## src/rtl/slcg_pkg.sv

```systemverilog
// shared constants and types for the shuffled lcg random generator
`timescale 1ns / 1ps

package slcg_pkg;

    localparam int     LCG_A          = 16807;
    localparam longint LCG_M          = 64'd2147483647;
    localparam int     TABLE_SIZE_DEF = 32;
    // warm-up steps beyond the table fill, less the one step that fills entry 0
    localparam int     WARMUP_EXTRA   = 7;

    typedef logic [30:0] t_word;

endpackage

```

## src/rtl/slcg_step.sv

```systemverilog
// one multiplicative congruential step: 16807 * w mod (2^31 - 1), product registered, fold combinational
`timescale 1ns / 1ps

module slcg_step (
    input  logic             i_clk,
    input  logic             i_en,
    input  logic [31:0]      i_word,
    output slcg_pkg::t_word  o_next
);

    logic [45:0] r_prod;
    logic [31:0] fold;

    always_ff @(posedge i_clk) begin
        if (i_en) begin
            r_prod <= 46'(i_word) * 46'(slcg_pkg::LCG_A);
        end
    end

    // 2^31 is 1 mod m, so the high part folds onto the low part
    always_comb begin
        fold = 32'(r_prod[45:31]) + {1'b0, r_prod[30:0]};
        if (fold >= 32'(slcg_pkg::LCG_M)) begin
            o_next = 31'(fold - 32'(slcg_pkg::LCG_M));
        end else begin
            o_next = fold[30:0];
        end
    end

endmodule

```

## src/rtl/shuffled_lcg_random_generator.sv

```systemverilog
// Shuffled multiplicative random generator (multiplier 16807, modulus 2^31-1,
// shuffle table of TABLE_SIZE entries).
// Input channel i_valid/o_ready carries one draw request: i_func = 0 draws with
// the stored word, i_func = 1 first loads i_seed_word. Output channel
// o_valid/i_ready returns one o_random_value per request.
// All arithmetic runs through one multiply-and-fold step unit under a
// small sequencer; the block takes no new item while a request is in progress.
// A plain draw passes through S_MUL, S_RED, S_IDX and S_FIN, and o_ready returns
// the cycle the result is registered, so a new draw waits until the last is done.
// A request that needs initialization (first draw after reset, a word at or
// below zero, or a zero shuffle output) first runs the warm-up and table fill.
// Reset clears the stored word and the shuffle output, so the first draw
// always initializes; the table itself is not cleared.
// A finished result sits in an output register; a new item is accepted while
// it waits, and a later result holds in the sequencer until the receiver
// takes the earlier one.
`timescale 1ns / 1ps

module shuffled_lcg_random_generator #(
    parameter int TABLE_SIZE = slcg_pkg::TABLE_SIZE_DEF
) (
    input  logic               i_clk,
    input  logic               i_rst_n,
    input  logic               i_valid,
    output logic               o_ready,
    input  logic               i_func,
    input  logic signed [31:0] i_seed_word,
    output logic               o_valid,
    input  logic               i_ready,
    output logic [30:0]        o_random_value
);

    localparam int     IW        = (TABLE_SIZE > 1) ? $clog2(TABLE_SIZE) : 1;
    localparam int     CW        = $clog2(TABLE_SIZE + slcg_pkg::WARMUP_EXTRA + 1);
    localparam int     RB        = IW + 1;
    localparam longint IDX_DIV   = 64'd1 + (slcg_pkg::LCG_M - 64'd1) / TABLE_SIZE;
    localparam longint IDX_RECIP = (64'd1 << 31) / IDX_DIV;

    localparam logic [30:0]   DIV_C     = 31'(IDX_DIV);
    localparam logic [RB-1:0] RECIP_C   = RB'(IDX_RECIP);
    localparam logic [CW-1:0] CNT_START = CW'(TABLE_SIZE + slcg_pkg::WARMUP_EXTRA);
    localparam logic [CW-1:0] CNT_TAB   = CW'(TABLE_SIZE);
    localparam logic [RB-1:0] TAB_N     = RB'(TABLE_SIZE);
    localparam logic [RB-1:0] IDX_LAST  = RB'(TABLE_SIZE - 1);

    localparam logic [2:0] S_IDLE = 3'd0;
    localparam logic [2:0] S_MUL  = 3'd1;
    localparam logic [2:0] S_RED  = 3'd2;
    localparam logic [2:0] S_IDX  = 3'd3;
    localparam logic [2:0] S_FIN  = 3'd4;

    logic [2:0]      r_state;
    logic [2:0]      n_state;
    logic            r_init;
    logic [CW-1:0]   r_cnt;
    logic [31:0]     r_word;
    slcg_pkg::t_word r_shuffle_out;
    slcg_pkg::t_word r_gen_word;
    logic [RB-1:0]   r_q0;
    logic [30:0]     r_qd;
    slcg_pkg::t_word r_rd_data;
    logic            r_out_valid;
    slcg_pkg::t_word r_out_value;

    slcg_pkg::t_word r_table [TABLE_SIZE];

    logic               accept;
    logic signed [31:0] w_sel;
    logic               need_init;
    logic [31:0]        w_start;
    slcg_pkg::t_word    step_next;
    logic               step_en;
    logic [30+RB:0]     q0_prod;
    logic [30+RB:0]     qd_prod;
    logic [30:0]        rem;
    logic [RB-1:0]      q1;
    logic [RB-1:0]      idx;
    logic               out_free;
    logic               wr_en;
    logic [IW-1:0]      wr_addr;
    slcg_pkg::t_word    wr_data;

    assign accept   = i_valid && o_ready;
    assign o_ready  = (r_state == S_IDLE);
    assign o_valid  = r_out_valid;
    assign o_random_value = r_out_value;
    assign out_free = !r_out_valid || i_ready;
    assign step_en  = (r_state == S_MUL);

    // word selection and the forced-positive start word
    always_comb begin
        w_sel     = i_func ? i_seed_word : $signed({1'b0, r_gen_word});
        need_init = w_sel[31] || (w_sel == 32'sd0) || (r_shuffle_out == 31'd0);
        if (w_sel[31]) begin
            w_start = ~w_sel + 32'd1;
        end else if (need_init) begin
            w_start = 32'd1;
        end else begin
            w_start = w_sel;
        end
    end

    slcg_step u_step (
        .i_clk  (i_clk),
        .i_en   (step_en),
        .i_word (r_word),
        .o_next (step_next)
    );

    // table index: reciprocal estimate, then one correction and a clamp
    always_comb begin
        q0_prod = (31 + RB)'(r_shuffle_out) * (31 + RB)'(RECIP_C);
        qd_prod = (31 + RB)'(r_q0) * (31 + RB)'(DIV_C);
        rem     = r_shuffle_out - r_qd;
        q1      = (rem >= DIV_C) ? r_q0 + RB'(1) : r_q0;
        idx     = (q1 >= TAB_N) ? IDX_LAST : q1;
    end

    always_comb begin
        wr_en   = 1'b0;
        wr_addr = idx[IW-1:0];
        wr_data = r_word[30:0];
        if (r_state == S_RED && r_init && r_cnt < CNT_TAB) begin
            wr_en   = 1'b1;
            wr_addr = r_cnt[IW-1:0];
            wr_data = step_next;
        end else if (r_state == S_IDX) begin
            wr_en = 1'b1;
        end
    end

    always_ff @(posedge i_clk) begin
        if (wr_en) begin
            r_table[wr_addr] <= wr_data;
        end
        if (r_state == S_IDX) begin
            r_rd_data <= r_table[idx[IW-1:0]];
        end
    end

    always_comb begin
        n_state = r_state;
        case (r_state)
            S_IDLE: begin
                if (accept) begin
                    n_state = S_MUL;
                end
            end
            S_MUL: begin
                n_state = S_RED;
            end
            S_RED: begin
                n_state = r_init ? S_MUL : S_IDX;
            end
            S_IDX: begin
                n_state = S_FIN;
            end
            S_FIN: begin
                if (out_free) begin
                    n_state = S_IDLE;
                end
            end
            default: begin
                n_state = S_IDLE;
            end
        endcase
    end

    always_ff @(posedge i_clk) begin
        if (!i_rst_n) begin
            r_state       <= S_IDLE;
            r_init        <= 1'b0;
            r_shuffle_out <= '0;
            r_gen_word    <= '0;
            r_out_valid   <= 1'b0;
        end else begin
            r_state <= n_state;
            if (r_state == S_FIN && out_free) begin
                r_out_valid <= 1'b1;
            end else if (r_out_valid && i_ready) begin
                r_out_valid <= 1'b0;
            end
            case (r_state)
                S_IDLE: begin
                    if (accept) begin
                        r_init <= need_init;
                    end
                end
                S_RED: begin
                    if (r_init && r_cnt == '0) begin
                        r_init        <= 1'b0;
                        r_shuffle_out <= step_next;
                    end
                end
                S_FIN: begin
                    if (out_free) begin
                        r_shuffle_out <= r_rd_data;
                        r_gen_word    <= r_word[30:0];
                    end
                end
                default: begin
                end
            endcase
        end
    end

    // datapath registers
    always_ff @(posedge i_clk) begin
        case (r_state)
            S_IDLE: begin
                if (accept) begin
                    r_word <= w_start;
                    r_cnt  <= CNT_START;
                end
            end
            S_MUL: begin
                r_q0 <= q0_prod[30+RB:31];
            end
            S_RED: begin
                r_word <= {1'b0, step_next};
                r_qd   <= qd_prod[30:0];
                if (r_init && r_cnt != '0) begin
                    r_cnt <= r_cnt - CW'(1);
                end
            end
            S_FIN: begin
                if (out_free) begin
                    r_out_value <= r_rd_data;
                end
            end
            default: begin
            end
        endcase
    end

`ifndef ASSERT_OFF
    a_busy_after_accept: assert property (@(posedge i_clk) disable iff (!i_rst_n)
        accept |=> !o_ready)
        else $error("ready stayed high after an accepted item");

    a_step_below_modulus: assert property (@(posedge i_clk) disable iff (!i_rst_n)
        (r_state == S_RED) |-> (step_next != 31'h7FFFFFFF))
        else $error("step result reached the modulus");

    a_cnt_in_range: assert property (@(posedge i_clk) disable iff (!i_rst_n)
        (r_init && r_state != S_IDLE) |-> (r_cnt <= CNT_START))
        else $error("warm-up counter out of range");

    a_out_below_modulus: assert property (@(posedge i_clk) disable iff (!i_rst_n)
        o_valid |-> (o_random_value != 31'h7FFFFFFF))
        else $error("result equals the modulus");
`endif

endmodule

```

## config.mk

```make
export PLATFORM = sky130hd
export DESIGN_NAME = shuffled_lcg_random_generator
export DESIGN_NICKNAME = d
export VERILOG_FILES = /design/src/rtl/slcg_pkg.sv /design/src/rtl/slcg_step.sv /design/src/rtl/shuffled_lcg_random_generator.sv
export SDC_FILE = /design/constraint.sdc
export NUM_CORES = 2
export LEC_CHECK = 0
export BUFFER_PORTS_ARGS = -buffer_cell sky130_fd_sc_hd__buf_2
export CAP_MARGIN = 10
export CORE_ASPECT_RATIO = 1.75
export CORE_MARGIN = 2
export CORE_UTILIZATION = 30
export CTS_CLUSTER_SIZE = 16
export DETAILED_ROUTE_END_ITERATION = 12
export SLEW_MARGIN = 5
export SYNTH_ARGS = -nofsm -noshare
export SYNTH_HDL_FRONTEND = slang
export SYNTH_SLANG_ARGS = --single-unit
```

## constraint.sdc

```tcl
create_clock -name i_clk -period 10.8 [get_ports i_clk]
set_input_delay 2.16 -clock i_clk [delete_from_list [all_inputs] [get_ports i_clk]]
set_output_delay 2.16 -clock i_clk [all_outputs]
set_load 0.03 [all_outputs]
```

# After elaboration in Yosys (flattened, before gate mapping)
# Memories as Yosys holds them, arrays and structs flattened. A register that Yosys moved wholly into a read port is not among the register bits.
# Index checks and enable logic that the tools add are counted.
[op_classes]
add_sub_neg = 6
reduce_logical = 25
n_lt_le_gt_ge = 4
n_eq_ne = 8
mul = 1
bitwise = 1
mux = 29
[op_table]
columns = ["operator", "count"]
rows = [
  ["$mux W31", 5],
  ["$mux W32", 3],
  ["$pmux W32 S2", 1],
  ["$pmux W31 S2", 1],
  ["$mul A32 B15 Y46 const B", 1],
  ["$add A15 B31 Y32", 1],
  ["$add A32 B1 Y32 const B", 1],
  ["$ge A32 B31 Y1 const B", 1],
  ["$logic_not A32 Y1", 1],
  ["$not A32 Y32", 1],
  ["$ge A31 B27 Y1 const B", 1],
  ["$logic_not A31 Y1", 1],
  ["$sub A31 B31 Y31", 1],
  ["$sub A31 B31 Y31 const B", 1],
  ["$mux W6", 3],
  ["$pmux W3 S5", 1],
  ["$pmux W6 S2", 1],
  ["$mux W5", 2],
  ["$reduce_and A3 Y1", 3],
  ["$mux W1", 8],
  ["$logic_and A1 B1 Y1", 7],
  ["$add A5 B1 Y6 const B", 1],
  ["$eq A3 B2 Y1 const B", 2],
  ["$ge A6 B6 Y1 const B", 1],
  ["other kinds (16)", 25],
]
[word_totals]
n_memories = 1
ram_bits = 992
register_bits = 192
input_bits = 37
output_inout_bits = 33
elab_cells = 86
[mem_list]
columns = ["memory", "words", "width", "read_ports", "rd_clocked_by_memory_dff", "wr", "line", "source"]
rows = [
  ["r_table", 32, 31, 1, 1, 1, "shuffled_lcg_random_generator.sv:65", "slcg_pkg::t_word r_table [TABLE_SIZE];"],
]

# Longest topological paths before layout
[depth]
word_depth = 8
depth_mapped = 25
depth_no_buf = 24

# By module
# A second synthesis with hierarchy kept.
[hier_totals]
hier_cells = 4348
hier_area_um2 = 57787.9
[by_module_without_submodules]
columns = ["module", "seq_area_each_um2", "n_inst", "area_per_inst_um2", "cells_each"]
rows = [
  ["shuffled_lcg_random_generator", 34433.0, 1, 46948.8, 3195],
  ["slcg_step", 1381.3, 1, 10839.1, 1153],
]

# Worst setup path before layout
# No wires, ideal clock.
[synth_timing]
path_kind = "register -> register"
startpoint = "register r_word[18]"
endpoint = "register u_step.r_prod[42] (data pin)"
path_slack_ps = 4595
required_time_ps = 10541
path_stages_with_launch = 26
n_path_buf = 1
setup_time_ps = 259
arrival_time_ps = 5946
period_less_slack_ps = 6205
cell_sequence = "edfxtp_1 > inv_1 > fa_1 > inv_1 > ha_1 > inv_1 > fa_1 > inv_1 > fa_1 > fa_1 > inv_1 > fa_1 > inv_1 > ha_1 > clkbuf_1 > a21o_1 > a21o_1 > a21oi_1 > nor2_1 > a2111oi_0 > a21oi_1 > a41oi_1 > a21boi_1 > or4_1 > a31oi_1 > xnor2_1"
[synth_via]
elab_chain_len = 1
[synth_rtl]
columns = ["item", "line", "source"]
rows = [
  ["from (decl)", "shuffled_lcg_random_generator.sv:56", "logic [31:0] r_word;"],
  ["from (signal assigned)", "shuffled_lcg_random_generator.sv:212", "r_word <= w_start;"],
  ["from (signal assigned)", "shuffled_lcg_random_generator.sv:220", "r_word <= {1'b0, step_next};"],
  ["$mul A32 B15 Y46", "slcg_step.sv:16", "r_prod <= 46'(i_word) * 46'(slcg_pkg::LCG_A);"],
  ["to (signal assigned)", "slcg_step.sv:16", ""],
  ["to (decl)", "slcg_step.sv:11", "logic [45:0] r_prod;"],
]
# No other way between the ends.
# A chain may end at the register's enable or synchronous reset.

# Final worst setup path
[layout_timing]
startpoint = "register r_word[9]"
endpoint = "register u_step.r_prod[43] (data pin)"
# Same word-level chain as after synthesis.

==> flow_metrics.py <==
metrics = {
    "status": {
        "failed_checks": "DRC",
        "status": "complete, but fails checks",
    },
    "critical_path": {
        "critPathKind": "reg -> reg",
        "crit_required_ps": 11260,
        "ff2ff_setup_slack_ps": 3540,
        "cpMostUsedCell": "inv_1",
        "critPathArrivalTime_ps": 7720,
        "startpoint_type": "flop",
        "critPathMaxFanout": 7,
        "cp-end-kind": "flop",
        "slowest_delay_ps": 720,
        "path_cells": "inv_1, fa_1, inv_1, ha_1, inv_1, fa_1, inv_1, ha_1, fa_1, inv_1, fa_1, inv_1, ha_1, nand4_1, a21oi_1, o2111ai_1, a211oi_1, nor2_1, a211oi_1, a2111oi_0, o21bai_1, a21oi_1, xnor2_1",
        "critPathSlowestCell": "a211oi_1",
    },
    "power": {
        "ir_drop_v": 0.000399,
        "powerDensity_mw_per_mm2": 318,
        "leakage_nw": 22.5,
    },
    "synth": {
        "synth.area.top_cells": "edfxtp_1 (60%), fa_1 (4.9%), ha_1 (4.7%)",
        "synth_edf_count": 1148,
        "syn_nets": 4645,
        "ys.flop_type": "edfxtp_1",
        "ys_seq_area_frac": 0.625,
        "synth_cells": 4252,
        "avgSynthCellArea_sq_um": 13.5,
        "synth_most_common_cell": "edfxtp_1",
        "async_reset_ff_frac": 0,
        "ys_types": 89,
        "yosys_warnings": 0,
        "yosys.area.top_type": "edfxtp_1",
        "synth.top_cells.by_count": "edfxtp_1 (1,148), nand2_1 (323), inv_1 (318)",
        "synthesis.area_sq_mm": 0.0573,
        "synth_top_area_frac": 0.602,
        "ys_seq_elements": 1215,
    },
    "detailed_routing": {
        "drt-vias-per-instance": 5.33,
        "drt-initial-drc-count": 3611,
        "firstDrtPassIters": 10,
        "antenna_left": 0,
        "vias": 36449,
        "wire_per_inst_microns": 25.9,
        "drc": 4,
        "wirelength_microns": 177000,
    },
    "sta": {
        "hold_viol": 0,
        "period_share": 0.672,
        "holdWs_ps": 446,
        "max_slew_margin": 0.158,
        "rsz0062_at_grt": "no",
        "max_freq_ghz": 0.138,
        "setup_viol": 0,
        "tightest_slew_ps": 1260,
        "finalClockSkew_ps": 58.2,
        "timing.final.crit_period_ps": 7260,
        "tns_ps": 0,
        "slew_viol_final": 0,
    },
    "place": {
        "place_congestion": 0.950,
        "dpl.hpwl_microns": 116000,
        "port_buffers": 69,
        "dpl.cell_count": 6652,
    },
    "finish": {
        "multi_input_area_sq_mm": 0.0200,
        "drive_gt1_frac": 0.0960,
        "seq_area_sq_mm": 0.0358,
        "area_growth_syn_to_layout_pct": 12.4,
        "nets": 4690,
        "fill_cells": 18378,
        "final_cell_count_no_fill": 6841,
        "post-route-util": 0.339,
    },
    "grt": {
        "grtUsageTotal": 0.178,
        "grt_first_pass_wirelength_microns": 254000,
        "grt_max_degree": 159,
        "antenna_found_initial": 6,
        "grt_pass1_vias": 36757,
        "overflow": 0,
    },
    "floorplanning": {
        "coreArea_sq_mm": 0.190,
        "die_x_microns": 334,
        "initial_utilization": 0.301,
        "ios": 70,
        "die-area_sq_mm": 0.195,
        "fp-row-count": 212,
        "die_y_microns": 582,
    },
    "min_path": {
        "hold_class": "reg -> reg",
    },
    "cts": {
        "post_cts_buffers": 0,
        "cts_tree": "yes",
        "cts_resized": 0,
        "clk_pin_slew_ps": 70,
        "htreeDepth": 3,
        "numCtsBuffers": 99,
        "clock_latency_ps": 730,
        "root_buffer": "clkbuf_16",
        "cts.sinks": 1215,
        "ctsHoldBuffers": 0,
        "clockBufferDepth": 3,
    },
    "flow_run": {
        "max_cap_viol_count": 0,
    },
}
layer usage:
layer | up-vias | wire length (microns) | GRT usage | part of all wire
li1 | 16327 | - | - | -
met1 | 18472 | 61100 | 0.188 | 0.34
met2 | 1236 | 95500 | 0.336 | 0.54
met3 | 414 | 8020 | 0.0169 | 0.045
met4 | 0 | 12600 | 0.113 | 0.071
met5 | - | 0 | 0 | 0
through the flow:
stage | power (mW) | worst slack [ps] | cell area [sq um]
2_1_floorplan | 13.3 | 4600 | 57300
3_3_place_gp | 16.9 | 3710 | 61200
3_5_place_dp | 16.9 | 3620 | 61200
4_1_cts | 20.5 | 3590 | 64300
5_1_grt | 21.7 | 3220 | 64400
6_report | 20.5 | 3540 | 64400
worst max-delay path, delay by kind of cell (launching register included):
| kind | cells | cell delay (ps) |
|---|---|---|
| flip-flops | 1 | 700 |
| buffers and inverters | 6 | 490 |
| adder cells (fa/ha/maj) | 7 | 2930 |
| XOR/XNOR | 1 | 140 |
| AO/OA/AOI/OAI | 7 | 2480 |
| AND/OR/NAND/NOR | 2 | 280 |
state kept, by name, indices dropped and copies added, names as in the netlist:
signal,count
r_table,992
r_word,32
r_q0,5
r_shuffle_out,31
r_state,3
o_random_value,31
r_cnt,6
r_qd,5
r_rd_data,31
u_step.r_prod,46
r_gen_word,31
r_init,1
o_valid,1
power breakdown:
group	internal [mW]	switching, mW	total (mW)
Combinational	3.92	6.95	10.9
Sequential	5.88	0.164	6.05
Clock	1.83	1.74	3.57
Total	11.6	8.85	20.5
layout by cell type, fill, tap and decap left out, types with 13 or more instances in the layout:
master        n
a211oi_1     20
a21o_1       30
a21oi_1     124
a221oi_1    102
a22oi_1      65
and2_1       14
and3_1       50
buf_2        69
buf_4        91
clkbuf_1     28
clkbuf_16    99
clkinv_1     21
clkinv_2     14
dfxtp_1      67
edfxtp_1   1148
fa_1        140
ha_1        216
inv_1       317
mux2i_1     216
nand2_1     323
nand2b_1     14
nand3_1     115
nand4_1      18
nor2_1       93
nor2_4       34
nor2b_1      13
nor3_1       44
nor4_1       41
o211ai_1     47
o21a_1       13
o21ai_0     184
o21ai_2      18
o221ai_1    132
o22ai_1     153
xnor2_1      55
xor2_1       38
final timing paths:
path,from,endpoint,depth (start not counted)
max,r_word[9],u_step.r_prod[43],23
min reg2reg,r_rd_data[23],o_random_value[23],0
max reg2reg,r_word[9],u_step.r_prod[43],23
min,r_rd_data[23],o_random_value[23],0
logic make-up after synthesis:
| logic type | Yosys count | share of synthesized area |
|---|---|---|
| DFF | 1215 | 0.625 |
| adders and majority gates | 356 | 0.0961 |
| and+or+nand+nor | 827 | 0.0695 |
| buffers and inverters | 546 | 0.0370 |
| muxes | 224 | 0.0392 |
| AOI/OAI and AO/OA | 989 | 0.118 |
| xor gates and xnor gates | 95 | 0.0147 |
layout make-up:
| class | count | area share |
|---|---|---|
| Tap cell | 2461 | 0.0478 |
| Inverter | 320 | 0.0187 |
| Timing Repair Buffer | 170 | 0.0186 |
| Clock buffer | 127 | 0.0401 |
| Multi-Input combinational cell | 2491 | 0.310 |
| Clock inverter | 54 | 0.00805 |
| Sequential cell | 1215 | 0.556 |
| Antenna cell | 3 | 0.000117 |
No activity file was read; power rests on OpenSTA's default activity.
